$ cat config.mk
export PLATFORM = sky130hd
export DESIGN_NAME = edq_cordic_lane
export DESIGN_NICKNAME = d
export VERILOG_FILES = /design/src/edq_pkg.sv /design/src/edq_cordic_lane.sv
export SDC_FILE = /design/constraint.sdc
export NUM_CORES = 2
export LEC_CHECK = 0
export BUFFER_PORTS_ARGS = -buffer_cell sky130_fd_sc_hd__buf_2
export CORE_MARGIN = 2
export CORE_UTILIZATION = 55
export DETAILED_ROUTE_END_ITERATION = 12
export PLACE_DENSITY = 0.68
export SLEW_MARGIN = 20
export SYNTH_ARGS = -nofsm -noshare
export SYNTH_HDL_FRONTEND = slang
export SYNTH_SLANG_ARGS = --single-unit
$ cat constraint.sdc
create_clock -name clk_i -period 30.4 [get_ports clk_i]
set_input_delay 6.08 -clock clk_i [delete_from_list [all_inputs] [get_ports clk_i]]
set_output_delay 6.08 -clock clk_i [all_outputs]
set_load 0.02 [all_outputs]
$ cat src/edq_pkg.sv
// Package: shared constants and the arctangent table for the Euler to quaternion converter.
`default_nettype none
package edq_pkg;
  localparam int unsigned AtanEntries = 24;
  localparam int unsigned AngW = 16;
  localparam int unsigned TrigW = 32;
  localparam int unsigned OutW = 16;
  localparam logic signed [16:0] QuarterTurn = 17'sd11520;
  localparam logic signed [16:0] HalfTurn = 17'sd23040;
  localparam logic [24:0] DegToRadQ30 = 25'd18740330;
  localparam logic [31:0] CordicInvGain = 32'd652032874;

  function automatic logic [31:0] atan_q30(input logic [4:0] idx);
    logic [31:0] r;
    case (idx)
      5'd0: r = 32'd843314857;
      5'd1: r = 32'd497837829;
      5'd2: r = 32'd263043837;
      5'd3: r = 32'd133525159;
      5'd4: r = 32'd67021687;
      5'd5: r = 32'd33543516;
      5'd6: r = 32'd16775851;
      5'd7: r = 32'd8388437;
      5'd8: r = 32'd4194283;
      5'd9: r = 32'd2097149;
      5'd10: r = 32'd1048576;
      5'd11: r = 32'd524288;
      5'd12: r = 32'd262144;
      5'd13: r = 32'd131072;
      5'd14: r = 32'd65536;
      5'd15: r = 32'd32768;
      5'd16: r = 32'd16384;
      5'd17: r = 32'd8192;
      5'd18: r = 32'd4096;
      5'd19: r = 32'd2048;
      5'd20: r = 32'd1024;
      5'd21: r = 32'd512;
      5'd22: r = 32'd256;
      5'd23: r = 32'd128;
      default: r = 32'd0;
    endcase
    return r;
  endfunction
endpackage
`default_nettype wire

$ cat src/edq_cordic_lane.sv
// Pipelined half-angle sine/cosine lane: fold, degree to radian, unrolled CORDIC stages.
`default_nettype none
module edq_cordic_lane #(
  parameter int unsigned STEPS = 16
) (
  input  wire logic                     clk_i,
  input  wire logic                     en_i,
  input  wire logic signed [edq_pkg::AngW-1:0] angle_i,
  output logic signed [edq_pkg::TrigW-1:0] cos_o,
  output logic signed [edq_pkg::TrigW-1:0] sin_o
);
  localparam int unsigned XW = 34;
  localparam int unsigned ZW = 33;

  logic signed [16:0] h_fold;
  logic               flip_d;
  logic               negs_d;
  logic [13:0]        mag;
  logic [38:0]        rad_prod;

  logic signed [XW-1:0] x_q [0:STEPS];
  logic signed [XW-1:0] y_q [0:STEPS];
  logic signed [ZW-1:0] z_q [0:STEPS];
  logic                 flip_q [0:STEPS];
  logic                 negs_q [0:STEPS];
  logic signed [edq_pkg::TrigW-1:0] cos_q, sin_q;

  always_comb begin
    h_fold = 17'(angle_i);
    flip_d = 1'b0;
    if (h_fold > edq_pkg::QuarterTurn) begin
      h_fold = h_fold - edq_pkg::HalfTurn;
      flip_d = 1'b1;
    end else if (h_fold < -edq_pkg::QuarterTurn) begin
      h_fold = h_fold + edq_pkg::HalfTurn;
      flip_d = 1'b1;
    end
    negs_d = h_fold[16];
    mag = negs_d ? 14'(-h_fold) : 14'(h_fold);
    rad_prod = 39'(mag) * 39'(edq_pkg::DegToRadQ30) + 39'd64;
  end

  always_ff @(posedge clk_i) begin
    if (en_i) begin
      x_q[0] <= XW'(edq_pkg::CordicInvGain);
      y_q[0] <= '0;
      z_q[0] <= ZW'(rad_prod[38:7]);
      flip_q[0] <= flip_d;
      negs_q[0] <= negs_d;
    end
  end

  for (genvar i = 0; i < STEPS; i++) begin : g_step
    localparam logic signed [ZW-1:0] Atan =
      $signed({1'b0, edq_pkg::atan_q30(5'(i))});
    always_ff @(posedge clk_i) begin
      if (en_i) begin
        if (!z_q[i][ZW-1]) begin
          x_q[i+1] <= x_q[i] - (y_q[i] >>> i);
          y_q[i+1] <= y_q[i] + (x_q[i] >>> i);
          z_q[i+1] <= z_q[i] - Atan;
        end else begin
          x_q[i+1] <= x_q[i] + (y_q[i] >>> i);
          y_q[i+1] <= y_q[i] - (x_q[i] >>> i);
          z_q[i+1] <= z_q[i] + Atan;
        end
        flip_q[i+1] <= flip_q[i];
        negs_q[i+1] <= negs_q[i];
      end
    end
  end

  always_ff @(posedge clk_i) begin
    if (en_i) begin
      cos_q <= flip_q[STEPS] ? edq_pkg::TrigW'(-x_q[STEPS]) : edq_pkg::TrigW'(x_q[STEPS]);
      sin_q <= (flip_q[STEPS] ^ negs_q[STEPS]) ? edq_pkg::TrigW'(-y_q[STEPS])
                                                 : edq_pkg::TrigW'(y_q[STEPS]);
    end
  end

  assign cos_o = cos_q;
  assign sin_o = sin_q;
endmodule
`default_nettype wire

* After elaboration in Yosys (flattened, before gate mapping) *
Memory sizes are Yosys's and may differ from the RTL's.
Cells that the tools add are included.

storage, ports and cells
  register bits after elaboration = 64
  memory bits (writable) = 1751
  input bits = 18
  word-level logic and storage cells = 313
  memories kept = 5

operators by class
  $add $sub $neg = 101
  multipliers = 1
  magnitude comparators = 2
  muxes and demuxes = 153
  bitwise operators = 49

memory list
  memory  words  width  rd ports  clocked after Yosys merged registers in  write ports  RTL line               text
  x_q     17     34     17        0                                        17           edq_cordic_lane.sv:21  logic signed [XW-1:0] x_q [0:STEPS];
  y_q     17     34     17        0                                        17           edq_cordic_lane.sv:22  logic signed [XW-1:0] y_q [0:STEPS];
  z_q     17     33     16        0                                        17           edq_cordic_lane.sv:23  logic signed [ZW-1:0] z_q [0:STEPS];
  flip_q  17     1      17        0                                        17           edq_cordic_lane.sv:24  logic flip_q [0:STEPS];
  negs_q  17     1      17        0                                        17           edq_cordic_lane.sv:25  logic negs_q [0:STEPS];

operator list
  cell              number
  $mux 34           32
  $mux 33           16
  $mux 1            100
  $add 34x19->34    2
  $add 34x20->34    2
  $add 34x21->34    2
  $add 34x22->34    2
  $add 34x23->34    2
  $add 34x24->34    2
  $add 34x25->34    2
  $add 34x26->34    2
  $add 34x27->34    2
  $add 34x28->34    2
  $add 34x29->34    2
  $add 34x30->34    2
  $add 34x31->34    2
  $add 34x32->34    2
  $add 34x33->34    2
  $sub 34x19->34    2
  $sub 34x20->34    2
  $sub 34x21->34    2
  $sub 34x22->34    2
  $sub 34x23->34    2
  $sub 34x24->34    2
  54 further kinds  116

* Logic depth before layout (Yosys ltp) *
  depth after elaboration = 7
  mapped depth = 41

* Worst setup path after synthesis *
Ideal clock, no wire load.

  path type = input to register
  from = input port angle_i[0] (netlist name)
  to = memory z_q[0][31], data pin
  arrival = 15.679 ns
  required time = 30.137 ns
  slack = 14.458 ns
  stages on the path = 39
  path buffers = 2
  path through = inv_1 -> ha_1 -> or3b_4 -> or3_1 -> buf_6 -> o31ai_1 -> nand2_1 -> xnor2_1 -> nand2b_1 -> or2_2 -> o31ai_1 -> xnor2_1 -> inv_1 -> ha_1 -> ha_1 -> fa_1 -> inv_1 -> fa_1 -> [... 3 more ...] -> fa_1 -> inv_1 -> ha_1 -> a21o_1 -> a21o_1 -> a21oi_1 -> o21ai_0 -> a311o_1 -> o31a_1 -> or2_2 -> xnor2_1 -> or2_1 -> or4_4 -> buf_6 -> nor3_4 -> o2111ai_1 -> mux2i_1 -> xor2_1

RTL lines
  item             RTL line               text
  start, declared  edq_cordic_lane.sv:8   input wire logic signed [edq_pkg::AngW-1:0] angle_i,
  end, declared    edq_cordic_lane.sv:23

==> impl_metrics.tcl <==
set metrics [dict create \
    layout.nets 13869 \
    cts_setup_buffers 0 \
    avgSynthCellArea_um2 9.90 \
    via_per_inst 5.94 \
    number_of_synthesized_flops_with_an_enable_pin 1461 \
    cts_tree "done" \
    synth_ff_type "edfxtp_1" \
    clock_insertion_delay_at_the_later_pin_of_the_skew_report_ns 0.84 \
    num_rows 171 \
    wire_length_of_the_first_global_routing_pass_mm 478 \
    grt.total_usage 0.267 \
    final_antenna_net_count 0 \
    gr-total-overflow 0 \
    syn_inst 12168 \
    final_cell_mix "edfxtp_1, ha_1, xnor2_1" \
    critical_path.slowest_cell "xor2_1" \
    route.detailed.drc 0 \
    fp.dieW_um 472 \
    dp.final_hpwl_mm 241 \
    pre_cts_slack_ns 12.60 \
    die_h_um 472 \
    final_common_cell "edfxtp_1" \
    fin_tns_setup_ns 0 \
    core-area_um2 217000 \
    crit_path_end_kind "flop" \
    clk_transition_reported_paths_ns 0.06 \
    worst_slew_margin_rel 0.216 \
    period_share 0.557 \
    numCtsBuffers 169 \
    timing.final.setup_violations 0 \
    start_util 0.554 \
    worst-slew-pin-transition_ns 1.18 \
    htree_levels 4 \
    crit_path_max_incr_delay_ns 0.84 \
    synth_to_layout_area_growth_pct 7.94 \
    finalWeightedCongestion 0.965 \
    worst-path-max-fanout 13 \
    wl_per_cell_um 19.9 \
    worstHoldPathType "flop to flop" \
    die-area_um2 223000 \
    drt_wl_total_mm 304 \
    synth.distinct_cells 100 \
    first_global_vias 88156 \
    clkSinkCount 1461 \
    drv_cap 0 \
    synth_async_sr_flop_share 0 \
    yosys_warnings 0 \
    final_hold_viol_count 0 \
    max_freq_ghz 0.0590 \
    arrival_time_of_data_at_the_critical_path_endpoint_ns 17.49 \
    status "finished, final reports clean" \
    timing.critical_path.mode_cell "inv_1" \
    post_cts_resized 0 \
    io-pin-count 82 \
    finalWorstPathRequiredPeriod_ns 16.94 \
    n_fill_cell 18286 \
    rsz0062_at_grt "false" \
    drt-initial-drc-count 6649 \
    required_ns 30.96 \
    setup_slack_ns 13.46 \
    clock_tree.buffer_depth 3 \
    skew_ns 0.0332 \
    yosysSeqAreaShare 0.364 \
    drt_pre_antenna_iters 7 \
    layout-drive-gt1-share 0.0470 \
    synthesis.area_um2 120000 \
    antenna_violations_before_repair 7 \
    buffer_cell_driving_the_clock_tree_root "clkbuf_16" \
    io_buffer_count 81 \
    vias 91012 \
    pin_count_of_the_biggest_net_entering_global_routing 158 \
    final_max_slew_viol_count 0 \
    timing.critical_path.from_type "primary input" \
    hold_buffers_post_cts 0 \
    synth.ff_latch_count 1461 \
    setup.worst_path.class "primary input to flop" \
]
==> layout make-up <==
type | count | area, um^2 | share of cell area
Inverter | 682 | 2560 | 0.0197
Clock inverter | 120 | 1320 | 0.0102
Tap cell | 2854 | 3570 | 0.0275
Multi-Input combinational cell | 9854 | 73400 | 0.564
Sequential cell | 1461 | 43900 | 0.337
Timing Repair Buffer | 151 | 983 | 0.00756
Clock buffer | 188 | 4320 | 0.0332
Antenna cell | 3 | 7.51 | 0.0000577
==> registers in the layout, summed over array words and instances, names as in the netlist <==
signal / cells
y_q: 475
x_q: 473
z_q: 415
cos_o: 32
sin_o: 32
flip_q: 17
negs_q: 17
==> cells in the mapped netlist, types with 28 or more instances <==
master,count,area share
nor2b_1,151,0.0078
buf_1,28,0.00087
o31ai_1,142,0.0088
edfxtp_1,1461,0.36
nand2_1,671,0.021
mux2_2,55,0.0051
mux2i_1,50,0.0042
nand2b_1,187,0.0097
a211oi_1,92,0.0057
o21bai_1,174,0.011
a21oi_1,1080,0.045
and3_1,100,0.0052
xnor2_1,1203,0.087
o31a_1,39,0.0028
clkbuf_1,141,0.0044
or2_2,61,0.0032
ha_1,1387,0.14
nand4_1,55,0.0029
and2_1,72,0.0037
nor3_1,297,0.012
o21a_1,192,0.012
a21o_1,469,0.029
xor2_1,622,0.045
nor4_1,86,0.0045
fa_1,145,0.024
o21ai_0,607,0.025
or4_1,44,0.0027
o211ai_1,40,0.0025
nor2_1,972,0.030
nand3b_1,29,0.0018
inv_1,677,0.021
a21boi_0,52,0.0032
a31oi_1,100,0.0052
o41ai_1,52,0.0038
nand3_1,187,0.0078
or3_1,102,0.0053
==> critical path, delay by kind of cell <==
family | cells | cell delay [ns]
AO/OA/AOI/OAI | 9 | 2.84
XOR/XNOR | 3 | 1.20
adder cells (fa/ha/maj) | 8 | 3.67
buffers and inverters | 7 | 1.25
multiplexers | 1 | 0.16
AND/OR/NAND/NOR | 7 | 2.27
==> routing by layer <==
metal,GRT usage,vias to the layer above,part of all wire
met2,0.440,2132,0.46
li1,-,44942,-
met3,0.0315,476,0.048
met5,0,-,0.000023
met1,0.367,43460,0.46
met4,0.0836,2,0.032
==> through the flow <==
| stage | std cells | hold WS (ns) | instance area [um^2] | util |
|---|---|---|---|---|
| after global placement | 15002 | 0.403 | 124000 | 0.572 |
| after global routing | 15312 | 0.409 | 130000 | 0.598 |
| final | 15313 | 0.412 | 130000 | 0.598 |
| after CTS | 15310 | 0.412 | 130000 | 0.598 |
| after floorplan | 12169 | 0.400 | 120000 | - |
| after detailed placement | 15002 | 0.405 | 124000 | 0.572 |
==> path summary, 6_finish.rpt <==
kind | startpoint | endpoint | slack (ns) | cells past startpoint
max | angle_i[0] | z_q[0][31] | 13.46 | 35
min | flip_q[1][3] | flip_q[1][4] | 0.41 | 0
max reg2reg | y_q[12][12] | x_q[13][30] | 23.61 | 19
min reg2reg | flip_q[1][3] | flip_q[1][4] | 0.41 | 0
==> cells by family after synthesis <==
group	Yosys count	synth area share
AOI/OAI and AO/OA	3289	0.174
xor gates and xnor gates	1830	0.133
adders and majority gates	1532	0.168
other	1	0.0000311
buffers and inverters	854	0.0268
and+or+nand+nor	3095	0.124
muxes	106	0.00939
DFF	1461	0.364
Power is not shown: default switching activity piles up to over one toggle a cycle in this logic, so the estimate is an artifact.
